`config.mk`:
```
export PLATFORM = sky130hd
export DESIGN_NAME = cdrrk4_mul
export DESIGN_NICKNAME = d
export VERILOG_FILES = /design/src/hdl/cdrrk4_pkg.sv /design/src/hdl/cdrrk4_mul.sv
export SDC_FILE = /design/constraint.sdc
export NUM_CORES = 2
export LEC_CHECK = 0
export BUFFER_PORTS_ARGS = -buffer_cell sky130_fd_sc_hd__buf_2
export CORE_MARGIN = 5
export CORE_UTILIZATION = 60
export CTS_BUF_LIST = sky130_fd_sc_hd__clkbuf_4
export CTS_CLUSTER_DIAMETER = 60
export DETAILED_ROUTE_END_ITERATION = 10
export PLACE_DENSITY = 0.77
export SYNTH_ARGS = -nofsm -noshare
export SYNTH_HDL_FRONTEND = slang
export SYNTH_SLANG_ARGS = --single-unit
```
`constraint.sdc`:
```
create_clock -name clk -period 8.4 [get_ports clk]
set_input_delay 0 -clock clk [delete_from_list [all_inputs] [get_ports clk]]
set_output_delay 0 -clock clk [all_outputs]
set_load 0.1 [all_outputs]
```
`src/hdl/cdrrk4_pkg.sv`:
```
// Shared types, constants and fixed-point helpers for the drive-response RK4 core.
package cdrrk4_pkg;

  localparam int NUM_EQUATIONS = 3;
  localparam int FRAC_BITS     = 24;
  localparam int ADDR_W        = 4;
  localparam int ACC_W         = 35;
  localparam int OPA_W         = 36;
  localparam int PROD_W        = 68;
  localparam int WIDE_W        = 72;
  localparam int DIV_W         = 40;
  localparam int DIV_STEPS     = 5;

  localparam logic [31:0] GAMMA_RST = 32'd14596177;
  localparam logic [31:0] ALPHA_RST = 32'd18454938;
  localparam logic [24:0] STEP_RST  = 25'd167772;
  localparam logic [15:0] TOL_RST   = 16'd8;

  // Keeps the dividend of the divide-by-six positive: 6 * 2^35.
  localparam logic [DIV_W-1:0] DIV_OFS = 40'd206158430208;

  typedef enum logic [1:0] {
    REG_GAMMA = 2'd0,
    REG_ALPHA = 2'd1,
    REG_STEP  = 2'd2,
    REG_TOL   = 2'd3
  } reg_idx_t;

  typedef enum logic [3:0] {
    OP_XX, OP_YU, OP_GX, OP_XC, OP_GY, OP_XY, OP_ZE, OP_H0, OP_H1, OP_H2
  } op_t;

  typedef enum logic [2:0] {
    ST_IDLE, ST_ISSUE, ST_WB, ST_DIV, ST_FIN, ST_DONE
  } state_t;

  typedef struct packed {
    logic               action;
    logic signed [31:0] load_resp_x;
    logic signed [31:0] load_resp_y;
    logic signed [31:0] load_resp_z;
    logic signed [31:0] load_drive_x;
    logic signed [31:0] load_drive_y;
    logic signed [31:0] load_drive_z;
  } in_item_t;

  typedef struct packed {
    logic signed [31:0] resp_x;
    logic signed [31:0] resp_y;
    logic signed [31:0] resp_z;
    logic signed [31:0] drive_x;
    logic signed [31:0] drive_y;
    logic signed [31:0] drive_z;
    logic               in_sync;
    logic               sync_seen;
    logic        [31:0] sync_step;
    logic        [31:0] step_count;
  } out_item_t;

  typedef struct packed {
    logic signed [OPA_W-1:0] a;
    logic signed [31:0]      b;
  } mul_op_t;

  typedef struct packed {
    logic             done;
    logic [DIV_W-1:0] quo;
  } div_stat_t;

  function automatic logic signed [WIDE_W-1:0] ext32(input logic signed [31:0] a);
    return {{(WIDE_W-32){a[31]}}, a};
  endfunction

  function automatic logic signed [31:0] sat32(input logic signed [WIDE_W-1:0] v);
    if (v > $signed(72'sd2147483647)) return 32'sh7fffffff;
    else if (v < -$signed(72'sd2147483648)) return 32'sh80000000;
    else return v[31:0];
  endfunction

  // Round a product to Q8.24 (or half of it when half_sc is set), then saturate.
  function automatic logic signed [31:0] qrnd(input logic signed [PROD_W-1:0] p,
                                              input logic half_sc);
    logic signed [WIDE_W-1:0] w;
    w = {{(WIDE_W-PROD_W){p[PROD_W-1]}}, p};
    if (half_sc) w = (w + (72'sd1 <<< FRAC_BITS)) >>> (FRAC_BITS + 1);
    else         w = (w + (72'sd1 <<< (FRAC_BITS - 1))) >>> FRAC_BITS;
    return sat32(w);
  endfunction

endpackage

```
`src/hdl/cdrrk4_mul.sv`:
```
// Shared signed multiplier with a registered product.
module cdrrk4_mul
  import cdrrk4_pkg::*;
(
  input  logic                     clk,
  input  mul_op_t                  op,
  output logic signed [PROD_W-1:0] p_r
);

  always_ff @(posedge clk) begin
    p_r <= PROD_W'($signed(op.a)) * PROD_W'($signed(op.b));
  end

endmodule

```
=== Word-level counts from Yosys, hierarchy flattened ===
Index checks and enable logic that the tools add are counted.

* Flip-flop bits (word level): 68
* Input bits: 69
* Logic and storage cells: 2

* Multipliers: 1

{| class="wikitable"
|+ Operator list
! kind !! count
|-
| $mul 36x32->68 || 1
|}

=== Depth between registers and ports, before layout ===
* Depth in word-level cells: 1
* Mapped depth: 29
* Depth with buffers taken out: 26

=== Least setup slack after synthesis ===
No wires, ideal clock.

* Kind: input port to flip-flop
* Start point: input op[67] in the netlist's numbering
* End point: register p_r[65]
* Library setup time: 0.072 ns
* Arrival: 7.159 ns
* Data required time: 8.328 ns
* Setup slack: 1.169 ns
* Stages on the path: 27
* Buffers on the path: 1
* Cell sequence: clkbuf_1 -> nand2_1 -> inv_1 -> fa_1 -> inv_1 -> fa_1 -> inv_1 -> fa_1 -> fa_1 -> inv_1 -> fa_1 -> inv_1 -> fa_1 -> inv_1 -> fa_1 -> inv_1 -> fa_1 -> ha_1 -> a21o_1 -> a21o_1 -> a21oi_1 -> o21bai_1 -> a21oi_1 -> o21bai_1 -> a31o_2 -> a31oi_1 -> xnor2_1

* Cells in the longest elaborated chain, start to end: 1

{| class="wikitable"
|+ RTL lines
! what !! line !! RTL
|-
| from (decl) || cdrrk4_mul.sv:6 || <nowiki>input mul_op_t op,</nowiki>
|-
| $mul 36x32->68 || cdrrk4_mul.sv:11 || <nowiki>p_r <= PROD_W'($signed(op.a)) * PROD_W'($signed(op.b));</nowiki>
|-
| to (signal assigned) || cdrrk4_mul.sv:11 ||
|-
| to (decl) || cdrrk4_mul.sv:7 || <nowiki>output logic signed [PROD_W-1:0] p_r</nowiki>
|}

Every way passes these cells.

=== Worst setup path after layout ===
* Start point: input op[7] in the netlist's numbering
* End point: register p_r[42]

The elaborated chain is that of the path after synthesis.

==> flow_results.xml <==
<?xml version="1.0" encoding="UTF-8"?>
<metrics>
  <group name="synthesis">
    <metric name="synthFlopType" unit="">sky130_fd_sc_hd__dfxtp_1</metric>
    <metric name="yosys_warnings" unit="">0</metric>
    <metric name="synth_area_leader" unit="">sky130_fd_sc_hd__fa_1</metric>
    <metric name="synth_area_per_cell" unit="um2">9.49</metric>
    <metric name="netlist_area_pre_place" unit="um2">41400</metric>
    <metric name="synth.lib_cells_used.distinct" unit="">67</metric>
    <metric name="synth.ff_latch_count" unit="">68</metric>
    <metric name="synth-edff-count" unit="">0</metric>
    <metric name="synth-async-reset-ratio" unit="%">0</metric>
    <metric name="number_of_cells_produced_by_synthesis" unit="">4366</metric>
    <metric name="synthTopCellsByArea" unit="">sky130_fd_sc_hd__fa_1 58%, sky130_fd_sc_hd__inv_1 9.7%, sky130_fd_sc_hd__and2_1 8.8%, sky130_fd_sc_hd__ha_1 5.8%, sky130_fd_sc_hd__nand2_1 5.3%</metric>
    <metric name="part_of_the_yosys_area_used_for_sequential_elements" unit="%">3.28</metric>
    <metric name="yosys_top_cell_area_share" unit="%">58.1</metric>
    <metric name="synth_nets" unit="">5829</metric>
  </group>
  <group name="setup_path">
    <metric name="cp.arrival" unit="ns">7.88</metric>
    <metric name="worstSetupStartpoint" unit="">op[7]</metric>
    <metric name="worstPathRequired" unit="ns">8.87</metric>
    <metric name="path_cells" unit="">buf_2 -&gt; and2_1 -&gt; fa_1 -&gt; fa_1 -&gt; fa_1 -&gt; inv_1 -&gt; fa_1 -&gt; inv_1 -&gt; fa_1 -&gt; fa_1 -&gt; fa_1 -&gt; fa_1 -&gt; ha_1 -&gt; a21oi_1 -&gt; nand2_1 -&gt; a221oi_1 -&gt; nand2_1 -&gt; nor2_1 -&gt; a21oi_1 -&gt; a21o_1 -&gt; a211oi_1 -&gt; nor2_1</metric>
    <metric name="cpPeakStageDelay" unit="ns">0.73</metric>
    <metric name="timing.critical_path.slowest_stage_cell" unit="">sky130_fd_sc_hd__buf_2</metric>
    <metric name="timing_worst_setup_path_type" unit="">in -&gt; reg</metric>
    <metric name="setup.worst_path.end_class" unit="">register</metric>
    <metric name="critPathMaxFanout" unit="">36</metric>
    <metric name="timing.critical_path.from_type" unit="">primary input</metric>
    <metric name="critical_path.most_common_cell" unit="">sky130_fd_sc_hd__fa_1</metric>
  </group>
  <group name="routing">
    <metric name="routed_wl" unit="um">109000</metric>
    <metric name="dr_total_vias" unit="">29300</metric>
    <metric name="ant_nets" unit="">0</metric>
    <metric name="detail_route.wl_per_cell" unit="um">20.7</metric>
    <metric name="drtPass1Iterations" unit="">5</metric>
    <metric name="drt_drc_violations_left" unit="">0</metric>
    <metric name="drt_first_iter_violations" unit="">1978</metric>
    <metric name="detail_route.vias_per_cell" unit="">5.53</metric>
  </group>
  <group name="global_route">
    <metric name="global_route.overflow_total" unit="">0</metric>
    <metric name="first_pass_grt_wire_length" unit="um">180000</metric>
    <metric name="groute.usage.overall" unit="%">31.2</metric>
    <metric name="number_of_antenna_violations_at_the_first_check_in_global_routing" unit="">11</metric>
    <metric name="vias_in_the_first_global_route" unit="">33200</metric>
    <metric name="grt_max_degree" unit="">37</metric>
  </group>
  <group name="timing">
    <metric name="hold_viol_final" unit="">0</metric>
    <metric name="clock.fmax" unit="MHz">135</metric>
    <metric name="fin_crit_sh" unit="%">88.3</metric>
    <metric name="finalSetupViolCount" unit="">0</metric>
    <metric name="final_period_minus_worst_setup_slack" unit="ns">7.41</metric>
    <metric name="unrepaired_setup_endpoints_after_global_routing" unit="">no</metric>
    <metric name="fin_setup_tns" unit="ns">0</metric>
    <metric name="max_slew.worst_pin.slew" unit="ns">0.984</metric>
    <metric name="drv_slew" unit="">0</metric>
    <metric name="slew-limit-headroom" unit="%">34.4</metric>
  </group>
  <group name="floorplan">
    <metric name="die_width" unit="um">273</metric>
    <metric name="fp.dieArea" unit="um2">74400</metric>
    <metric name="num_rows" unit="">96</metric>
    <metric name="die_outline_height" unit="um">273</metric>
    <metric name="ios" unit="">137</metric>
    <metric name="floorplan.core_area" unit="um2">68600</metric>
    <metric name="initial_utilization" unit="%">60.4</metric>
  </group>
  <group name="cts">
    <metric name="clk_path_buf_depth" unit="">2</metric>
    <metric name="tritoncts_num_sinks" unit="">68</metric>
    <metric name="ctsRootBufferMaster" unit="">sky130_fd_sc_hd__clkbuf_4</metric>
    <metric name="numCtsBuffers" unit="">9</metric>
    <metric name="clk_transition_reported_paths" unit="ns">0.14</metric>
    <metric name="h-tree-depth" unit="">3</metric>
    <metric name="tritoncts" unit="">built</metric>
  </group>
  <group name="final_layout">
    <metric name="flow.area_growth_from_synthesis" unit="%">4.01</metric>
    <metric name="seq_area" unit="um2">1360</metric>
    <metric name="nets" unit="">5810</metric>
    <metric name="largest_reg_flops" unit="">68</metric>
    <metric name="drive_gt1_share" unit="%">5.65</metric>
    <metric name="multi_input_comb_area" unit="um2">35100</metric>
    <metric name="layout_top_registers" unit="">p_r (68)</metric>
    <metric name="filler_cell_count" unit="">5469</metric>
    <metric name="regMostFlops" unit="">p_r</metric>
  </group>
  <group name="job">
    <metric name="cap_viol_max_count" unit="">0</metric>
  </group>
  <group name="placed_design">
    <metric name="routabilityCongestion" unit="">0.900</metric>
    <metric name="hpwl" unit="um">88600</metric>
    <metric name="io_buffers" unit="">136</metric>
  </group>
  <group name="run_status">
    <metric name="status" unit="">completed</metric>
  </group>
  <group name="min_path">
    <metric name="hold_path.class" unit="">in -&gt; reg</metric>
    <metric name="hp-start" unit="">op[0]</metric>
  </group>
</metrics>
-- layer usage --
metal	part of all wire, %	wire [um]	GRT usage, %	vias up
li1	-	-	-	12400
met1	36	39900	39.4	15100
met2	49	53700	51.8	1410
met3	9.2	10100	7.77	349
met4	5.1	5540	13.3	10
met5	0.068	74	0	-
-- metrics by stage --
step	hold slack (ns)	instances	worst slack [ns]	instance area, um2	utilization (%)
floorplan	0.127	4366	1.17	41400	-
global placement	0.550	5266	0.643	42900	62.6
detailed placement	0.535	5266	0.537	42900	62.6
CTS	0.0134	5283	1.17	43100	62.8
global route	0.0477	5289	0.727	43100	62.8
finish	0.0584	5290	0.985	43100	62.8
-- cells in the final DEF (no fill, tap or decap), drive strengths merged, types with 3 or more instances in the layout --
cell	instances
a211oi	12
a21boi	5
a21o	24
a21oi	69
a31oi	8
a41oi	3
and2	585
and3	9
buf	207
clkbuf	9
clkinv	4
dfxtp	68
diode	7
fa	1202
ha	192
inv	1075
nand2	590
nand2b	11
nand3	14
nand4	12
nor2	64
nor2b	3
nor3	8
nor4	4
o211ai	6
o21a	6
o21ai	38
o21bai	12
o31ai	5
xnor2	46
xor2	26
-- final cells by class --
type	count	area share (%)
Antenna cell	7	0.0406
Clock buffer	9	0.157
Clock inverter	7	0.229
Inverter	1074	9.35
Multi-Input combinational cell	2986	81.5
Sequential cell	68	3.16
Tap cell	931	2.70
Timing Repair Buffer	208	2.84
-- critical path: cells and delay by family --
kind / cells / cell delay (ns)
simple gates: 5 / 0.98
buf+inv: 3 / 0.84
fa+ha+maj: 9 / 4.33
compound gates: 5 / 1.71
-- logic make-up (layout without fill, tap and decap cells) --
logic type | Yosys count | count (layout) | share of synthesized area [%]
fa+ha+maj | 1394 | 1394 | 63.9
buf+inv | 1312 | 1298 | 11.9
simple gates | 1308 | 1308 | 15.9
compound gates | 210 | 210 | 3.50
xor+xnor | 72 | 72 | 1.52
flops | 68 | 68 | 3.28
mux | 2 | 2 | 0.0483
other cells | 0 | 7 | 0
-- cell usage after synthesis, types with 11 or more instances --
cell	instances
sky130_fd_sc_hd__a21o_1	24
sky130_fd_sc_hd__a21oi_1	68
sky130_fd_sc_hd__and2_1	585
sky130_fd_sc_hd__clkbuf_1	228
sky130_fd_sc_hd__dfxtp_1	68
sky130_fd_sc_hd__fa_1	1202
sky130_fd_sc_hd__ha_1	192
sky130_fd_sc_hd__inv_1	1074
sky130_fd_sc_hd__nand2_1	590
sky130_fd_sc_hd__nand2b_1	11
sky130_fd_sc_hd__nand3_1	14
sky130_fd_sc_hd__nand4_1	11
sky130_fd_sc_hd__nor2_1	63
sky130_fd_sc_hd__o21ai_0	32
sky130_fd_sc_hd__o21bai_1	12
sky130_fd_sc_hd__xnor2_1	46
sky130_fd_sc_hd__xor2_1	26
-- final timing paths --
kind                  depth (start not counted)      end
worst max-delay path                         22  p_r[42]
worst min-delay path                          3   p_r[1]
-- what timing repair did --
action	in CTS	in global routing
hold endpoints to repair	1	0
gates resized for setup	0	0
hold buffers	1	0
buffers inserted	0	0
Power is not shown: default switching activity piles up to over one toggle a cycle in this logic, so the estimate is an artifact.
