### config.mk
export PLATFORM = sky130hd
export DESIGN_NAME = cdrrk4_div6
export DESIGN_NICKNAME = d
export VERILOG_FILES = /design/src/hdl/cdrrk4_pkg.sv /design/src/hdl/cdrrk4_div6.sv
export SDC_FILE = /design/constraint.sdc
export NUM_CORES = 1
export LEC_CHECK = 0
export BUFFER_PORTS_ARGS = -buffer_cell sky130_fd_sc_hd__buf_4
export CAP_MARGIN = 10
export CORE_ASPECT_RATIO = 1.1
export CORE_MARGIN = 1
export CORE_UTILIZATION = 55
export DETAILED_ROUTE_END_ITERATION = 16
export PLACE_DENSITY = 0.8
export SLEW_MARGIN = 10
export SYNTH_ARGS = -nofsm -noshare
export SYNTH_HDL_FRONTEND = slang
export SYNTH_SLANG_ARGS = --single-unit
### constraint.sdc
create_clock -name clk -period 2.8 [get_ports clk]
set_input_delay 0.28 -clock clk [delete_from_list [all_inputs] [get_ports clk]]
set_output_delay 0.28 -clock clk [all_outputs]
set_load 0.005 [all_outputs]
### src/hdl/cdrrk4_pkg.sv
// Shared types, constants and fixed-point helpers for the drive-response RK4 core.
package cdrrk4_pkg;

  localparam int NUM_EQUATIONS = 3;
  localparam int FRAC_BITS     = 24;
  localparam int ADDR_W        = 4;
  localparam int ACC_W         = 35;
  localparam int OPA_W         = 36;
  localparam int PROD_W        = 68;
  localparam int WIDE_W        = 72;
  localparam int DIV_W         = 40;
  localparam int DIV_STEPS     = 5;

  localparam logic [31:0] GAMMA_RST = 32'd14596177;
  localparam logic [31:0] ALPHA_RST = 32'd18454938;
  localparam logic [24:0] STEP_RST  = 25'd167772;
  localparam logic [15:0] TOL_RST   = 16'd8;

  // Keeps the dividend of the divide-by-six positive: 6 * 2^35.
  localparam logic [DIV_W-1:0] DIV_OFS = 40'd206158430208;

  typedef enum logic [1:0] {
    REG_GAMMA = 2'd0,
    REG_ALPHA = 2'd1,
    REG_STEP  = 2'd2,
    REG_TOL   = 2'd3
  } reg_idx_t;

  typedef enum logic [3:0] {
    OP_XX, OP_YU, OP_GX, OP_XC, OP_GY, OP_XY, OP_ZE, OP_H0, OP_H1, OP_H2
  } op_t;

  typedef enum logic [2:0] {
    ST_IDLE, ST_ISSUE, ST_WB, ST_DIV, ST_FIN, ST_DONE
  } state_t;

  typedef struct packed {
    logic               action;
    logic signed [31:0] load_resp_x;
    logic signed [31:0] load_resp_y;
    logic signed [31:0] load_resp_z;
    logic signed [31:0] load_drive_x;
    logic signed [31:0] load_drive_y;
    logic signed [31:0] load_drive_z;
  } in_item_t;

  typedef struct packed {
    logic signed [31:0] resp_x;
    logic signed [31:0] resp_y;
    logic signed [31:0] resp_z;
    logic signed [31:0] drive_x;
    logic signed [31:0] drive_y;
    logic signed [31:0] drive_z;
    logic               in_sync;
    logic               sync_seen;
    logic        [31:0] sync_step;
    logic        [31:0] step_count;
  } out_item_t;

  typedef struct packed {
    logic signed [OPA_W-1:0] a;
    logic signed [31:0]      b;
  } mul_op_t;

  typedef struct packed {
    logic             done;
    logic [DIV_W-1:0] quo;
  } div_stat_t;

  function automatic logic signed [WIDE_W-1:0] ext32(input logic signed [31:0] a);
    return {{(WIDE_W-32){a[31]}}, a};
  endfunction

  function automatic logic signed [31:0] sat32(input logic signed [WIDE_W-1:0] v);
    if (v > $signed(72'sd2147483647)) return 32'sh7fffffff;
    else if (v < -$signed(72'sd2147483648)) return 32'sh80000000;
    else return v[31:0];
  endfunction

  // Round a product to Q8.24 (or half of it when half_sc is set), then saturate.
  function automatic logic signed [31:0] qrnd(input logic signed [PROD_W-1:0] p,
                                              input logic half_sc);
    logic signed [WIDE_W-1:0] w;
    w = {{(WIDE_W-PROD_W){p[PROD_W-1]}}, p};
    if (half_sc) w = (w + (72'sd1 <<< FRAC_BITS)) >>> (FRAC_BITS + 1);
    else         w = (w + (72'sd1 <<< (FRAC_BITS - 1))) >>> FRAC_BITS;
    return sat32(w);
  endfunction

endpackage

### src/hdl/cdrrk4_div6.sv
// Divide-by-six unit, eight quotient bits per cycle, MSB first.
module cdrrk4_div6
  import cdrrk4_pkg::*;
(
  input  logic             clk,
  input  logic             rst_n,
  input  logic             start,
  input  logic [DIV_W-1:0] num,
  output div_stat_t        stat
);

  logic [DIV_W-1:0] num_r;
  logic [DIV_W-1:0] quo_r;
  logic [2:0]       rem_r;
  logic [2:0]       cnt_r;
  logic             done_r;
  logic [3:0]       rem_w;
  logic [7:0]       qb;

  always_comb begin
    rem_w = {1'b0, rem_r};
    qb    = '0;
    for (int i = 7; i >= 0; i--) begin
      rem_w = {rem_w[2:0], num_r[DIV_W-8+i]};
      if (rem_w >= 4'd6) begin
        rem_w = rem_w - 4'd6;
        qb[i] = 1'b1;
      end
    end
  end

  always_ff @(posedge clk) begin
    if (!rst_n) begin
      cnt_r  <= '0;
      done_r <= 1'b0;
    end else if (start) begin
      cnt_r  <= 3'(DIV_STEPS);
      done_r <= 1'b0;
    end else begin
      done_r <= (cnt_r == 3'd1);
      if (cnt_r != '0) cnt_r <= cnt_r - 3'd1;
    end
  end

  always_ff @(posedge clk) begin
    if (start) begin
      num_r <= num;
      rem_r <= '0;
      quo_r <= '0;
    end else if (cnt_r != '0) begin
      num_r <= {num_r[DIV_W-9:0], 8'd0};
      rem_r <= rem_w[2:0];
      quo_r <= {quo_r[DIV_W-9:0], qb};
    end
  end

  assign stat.done = done_r;
  assign stat.quo  = quo_r;

endmodule

; ---- Word-level counts from Yosys, hierarchy flattened
; Cells that the tools add are included.
[classes]
add_sub_neg = 9
mul = 0
div = 0
magnitude_cmp = 8
n_eq_ne = 1
shifts = 0
muxes = 20
n_bitwise = 1
reduce_logical = 3
[op_table]
columns = cell, n
row1 = $mux W40, 2
row2 = $ge A4 B3 Y1 const B, 8
row3 = $mux W3, 10
row4 = $sub A3 B3 Y3 const B, 8
row5 = $mux W1, 8
row6 = $eq A3 B1 Y1 const B, 1
row7 = $reduce_bool A3 Y1, 1
row8 = $sub A3 B1 Y3 const B, 1
row9 = $reduce_bool A2 Y1, 1
row10 = $reduce_or A2 Y1, 1
row11 = $not A1 Y1, 1
[totals]
register_bits = 87
latch_bits = 0
ramBits = 0
mem_bits_ro = 0
input_bits = 43
out_inout_bits = 41
elab_cells = 48
memories = 0

; ---- Longest topological paths before layout
[logic_depth]
depth_word = 16
ltp_mapped = 10
depth_no_buf = 8

; ---- Least setup slack after synthesis
; No wires, ideal clock.
[synth_path]
path_type = register to register
start = register cnt_r[0]
end = register num_r[0], enable pin
setup_time_ns = 0.404
arrival_ns = 1.984
required_ns = 2.396
path_slack_ns = 0.412
path_stages_with_launch = 7
n_path_buf = 2
synth_period_minus_slack_ns = 2.388
path_cell_list = dfxtp_1 > inv_1 > ha_1 > nor2b_1 > clkbuf_8 > clkbuf_8 > nand2b_1
[synth_via]
elab_chain_cells = 2
[synth_rtl]
columns = item, line_no
row1 = start: declaration, cdrrk4_div6.sv:15  ; logic [2:0] cnt_r;
row2 = start signal: assignment, cdrrk4_div6.sv:37  ; cnt_r <= 3'(DIV_STEPS);
row3 = start signal: assignment, cdrrk4_div6.sv:41  ; if (cnt_r != '0) cnt_r <= cnt_r - 3'd1;
row4 = $reduce_bool A3 Y1, cdrrk4_div6.sv:50  ; end else if (cnt_r != '0) begin
row5 = $reduce_bool A2 Y1 (no line), --
row6 = end signal: assignment, cdrrk4_div6.sv:47  ; num_r <= num;
row7 = end signal: assignment, cdrrk4_div6.sv:51  ; num_r <= {num_r[DIV_W-9:0], 8'd0};
row8 = end: declaration, cdrrk4_div6.sv:12  ; logic [DIV_W-1:0] num_r;
; Every way passes these cells.
; A chain may end at the register's enable or synchronous reset.

; ---- Worst setup path after layout
[layout_path]
start = register num_r[39]
end = register rem_r[1]
[layout_via]
elab_chain_cells = 16
elab_cells_between_ends = 24
cone_classes = add/sub: 8 / order compare: 8 / mux: 8
[layout_rtl]
columns = item, line_no
row1 = $ge A4 B3 Y1 / $sub A3 B3 Y3 (equally long branches), "cdrrk4_div6.sv:25, cdrrk4_div6.sv:26"
row2 = $mux W3 *, cdrrk4_div6.sv:25  ; if (rem_w >= 4'd6) begin
row3 = $ge A4 B3 Y1 / $sub A3 B3 Y3 (equally long branches), "cdrrk4_div6.sv:25, cdrrk4_div6.sv:26"
row4 = $mux W3 *, cdrrk4_div6.sv:25
row5 = $ge A4 B3 Y1 / $sub A3 B3 Y3 (equally long branches), "cdrrk4_div6.sv:25, cdrrk4_div6.sv:26"
row6 = $mux W3 *, cdrrk4_div6.sv:25
row7 = $ge A4 B3 Y1 / $sub A3 B3 Y3 (equally long branches), "cdrrk4_div6.sv:25, cdrrk4_div6.sv:26"
row8 = $mux W3 *, cdrrk4_div6.sv:25
row9 = $ge A4 B3 Y1 / $sub A3 B3 Y3 (equally long branches), "cdrrk4_div6.sv:25, cdrrk4_div6.sv:26"
row10 = $mux W3 *, cdrrk4_div6.sv:25
row11 = $ge A4 B3 Y1 / $sub A3 B3 Y3 (equally long branches), "cdrrk4_div6.sv:25, cdrrk4_div6.sv:26"
row12 = $mux W3 *, cdrrk4_div6.sv:25
row13 = $ge A4 B3 Y1 / $sub A3 B3 Y3 (equally long branches), "cdrrk4_div6.sv:25, cdrrk4_div6.sv:26"
row14 = $mux W3 *, cdrrk4_div6.sv:25
row15 = $ge A4 B3 Y1 / $sub A3 B3 Y3 (equally long branches), "cdrrk4_div6.sv:25, cdrrk4_div6.sv:26"
row16 = $mux W3 *, cdrrk4_div6.sv:25
row17 = end signal: assignment, cdrrk4_div6.sv:52  ; rem_r <= rem_w[2:0];
row18 = end: declaration, cdrrk4_div6.sv:14  ; logic [2:0] rem_r;
; Every way passes the cells marked *; elsewhere a longest branch is shown, timed or not.

==> out/metrics.yaml <==
synth_area_mm2: 0.00427
ios: 84
busiest_layer: "met2"
grt_setup_unrepaired: "no"
crit_type: "reg2reg"
cp_max_fo: 16
cts_buffers: 9
clk_pin_slew_ps: 100
dr.pass1.iters: 4
wl_per_cell_um: 14.5
worstMarginPinSlew_ps: 796
layout-drive-gt1-share: 0.350
power.density_mw_per_mm2: 728
avgViaCountPerCell: 5.40
total_power_mw: 3.73
fin_crit_sh: 0.936
final_nets: 533
dpl_cell_area_mm2: 0.00489
met1_usage: 0.284
cts_resized: 0
r2r_slack_ps: 180
drv_slew: 0
hold_viol_final: 0
die_w_um: 86.0
antenna_found_initial: 0
dp_hpwl_mm: 6.09
irDropWorstVdd_uv: 526
outcome: "finished clean"
max-cap-violations: 0
cp_cell_sequence: "buf_4 -> or3b_1 -> o211ai_1 -> nand4_2 -> and2_4 -> a311oi_2 -> o311ai_1 -> a211o_1 -> a221oi_2"
grt.overflow.total: 0
critPathLaunchType: "register"
dieHeight_um: 94.4
slowest_delay_ps: 470
port_buffers: 83
syn_inst: 412
die-area_mm2: 0.00812
min_period_ps: 2620
drt-initial-drc-count: 188
p_leak_nw: 2.02
fin_area_mm2: 0.00513
clock_path_buffers: 2
end_kind: "register"
num_antenna_cells: 0
grt_pass1_vias: 3093
synth_nets: 458
postCtsHoldBufs: 0
clkLatencyLatePin_ps: 360
ys_ff_latch: 87
seq_area_frac_synth: 0.501
synth_most_common_cell: "nand2_1"
required_ps: 3080
grt_use_met3: 0.0621
crit_arrival_ps: 2900
synthArstFlopShare: 0
synth_area_per_cell_um2: 10.4
drc: 0
cts_tree: "done"
synth-edff-count: 40
pre_cts_ws_ps: 210
groute.usage.overall: 0.228
ant_nets: 0
fin_setup_tns_ps: 0
critPathSlowestCell: "edfxtp_1"
setup_viol: 0
fmax_mhz: 382
synthTopCellsByArea: "edfxtp_1, dfxtp_1, mux2_2"
area_growth_syn_to_layout_pct: 20.0
hp-class: "in2reg"
netlist.area_leader.share: 0.281
grt_pass1_wl_mm: 14.5
cts_max_level: 3
whs_ps: 147
gr-usage-met2: 0.375
skew_ps: 12.9
relSlewSlack: 0.469
ys_types: 74
rows: 33
postCtsSetupBuffers: 0
gp_congestion: 0.950
cts_root_buf: "clkbuf_8"
wl_mm: 8.65
coreArea_mm2: 0.00747
initial_utilization: 0.572
ys_warn_count: 0
yosys.area.top_type: "edfxtp_1"
ys.flop_type: "dfxtp_1"
cts_sinks: 87
synth_common_cells: "nand2_1, dfxtp_1, a21oi_1"
layout_setup_ws_ps: 181
grt_max_degree: 45
dr_total_vias: 3225
[sequential cells by signal (all words and copies together) (netlist names)]
name and cells:
num_r 40, quo_r 40, cnt_r 3, rem_r 3, done_r 1
[through the flow]
step	util	std cells
6_report	0.686	597
5_1_grt	0.686	597
4_1_cts	0.686	597
3_5_place_dp	0.655	581
3_3_place_gp	0.655	581
2_1_floorplan	-	412
[cell type report]
type / count / area (um2)
Clock buffer: 10 / 149
Clock inverter: 6 / 83.8
Fill cell: 568 / 2350
Inverter: 7 / 26.3
Multi-Input combinational cell: 284 / 1860
Sequential cell: 87 / 2140
Tap cell: 105 / 131
Timing Repair Buffer: 98 / 736
[power by group]
group          internal [mW]  switching (mW)  leakage (nW)
combinational          0.516           0.559          1.10
clock                  0.491           0.509         0.119
sequential              1.51           0.143         0.805
total                   2.52            1.21          2.02
[metal layers]
| metal | vias up | part of all wire | wire length, um |
|---|---|---|---|
| met5 | - | 0 | 0 |
| met4 | 0 | 0.017 | 150 |
| met3 | 15 | 0.052 | 450 |
| met2 | 76 | 0.51 | 4410 |
| met1 | 1515 | 0.42 | 3630 |
| li1 | 1619 | - | - |
[worst max-delay path: cells and delay by family, from the launching register on]
kind | cells | cell delay [ps]
simple gates | 3 | 780
buf+inv | 1 | 220
compound gates | 5 | 1060
flops | 1 | 470
[logic make-up (layout without fill, tap and decap cells)]
| group | Yosys count | count (layout) | synth area share |
|---|---|---|---|
| simple gates | 152 | 152 | 0.178 |
| compound gates | 93 | 93 | 0.151 |
| flops | 87 | 87 | 0.501 |
| buf+inv | 41 | 121 | 0.0656 |
| mux | 33 | 33 | 0.0870 |
| fa+ha+maj | 4 | 4 | 0.0111 |
| xor+xnor | 2 | 2 | 0.00586 |
[path summary, 6_finish.rpt]
path                     startpoint                      to  cells after the start
max reg2reg     num_r[39]$_DFFE_PP_   rem_r[1]$_SDFFE_PP0N_                      9
max             num_r[39]$_DFFE_PP_   rem_r[1]$_SDFFE_PP0N_                      9
min                           rst_n   cnt_r[0]$_SDFFE_PN0P_                      2
min reg2reg  quo_r[38]$_SDFFE_PP0N_  quo_r[38]$_SDFFE_PP0N_                      2
[placed cells by master (no fill, tap or decap), drive strengths merged, types with 2 or more instances in the layout]
cell / netlist / final
ha: 3 / 3
o21ai: 7 / 7
or2b: 2 / 2
nand4: 3 / 3
nor4bb: 3 / 3
a21oi: 42 / 42
buf: 13 / 98
and2: 10 / 10
a31oi: 2 / 2
o211ai: 4 / 4
inv: 7 / 11
nor3: 7 / 7
o22ai: 2 / 2
dfxtp: 47 / 47
mux2: 33 / 33
a311oi: 3 / 3
edfxtp: 40 / 40
nand2: 83 / 83
clkbuf: 20 / 10
a211o: 3 / 3
or4: 3 / 3
or3b: 2 / 2
o2111ai: 3 / 3
a221oi: 4 / 4
o21a: 3 / 3
a211oi: 6 / 6
nand3: 2 / 2
and2b: 2 / 2
a21boi: 2 / 2
nand3b: 3 / 3
nor2: 22 / 22
nand2b: 5 / 5
Note: power is estimated with default switching activity, not from simulation.
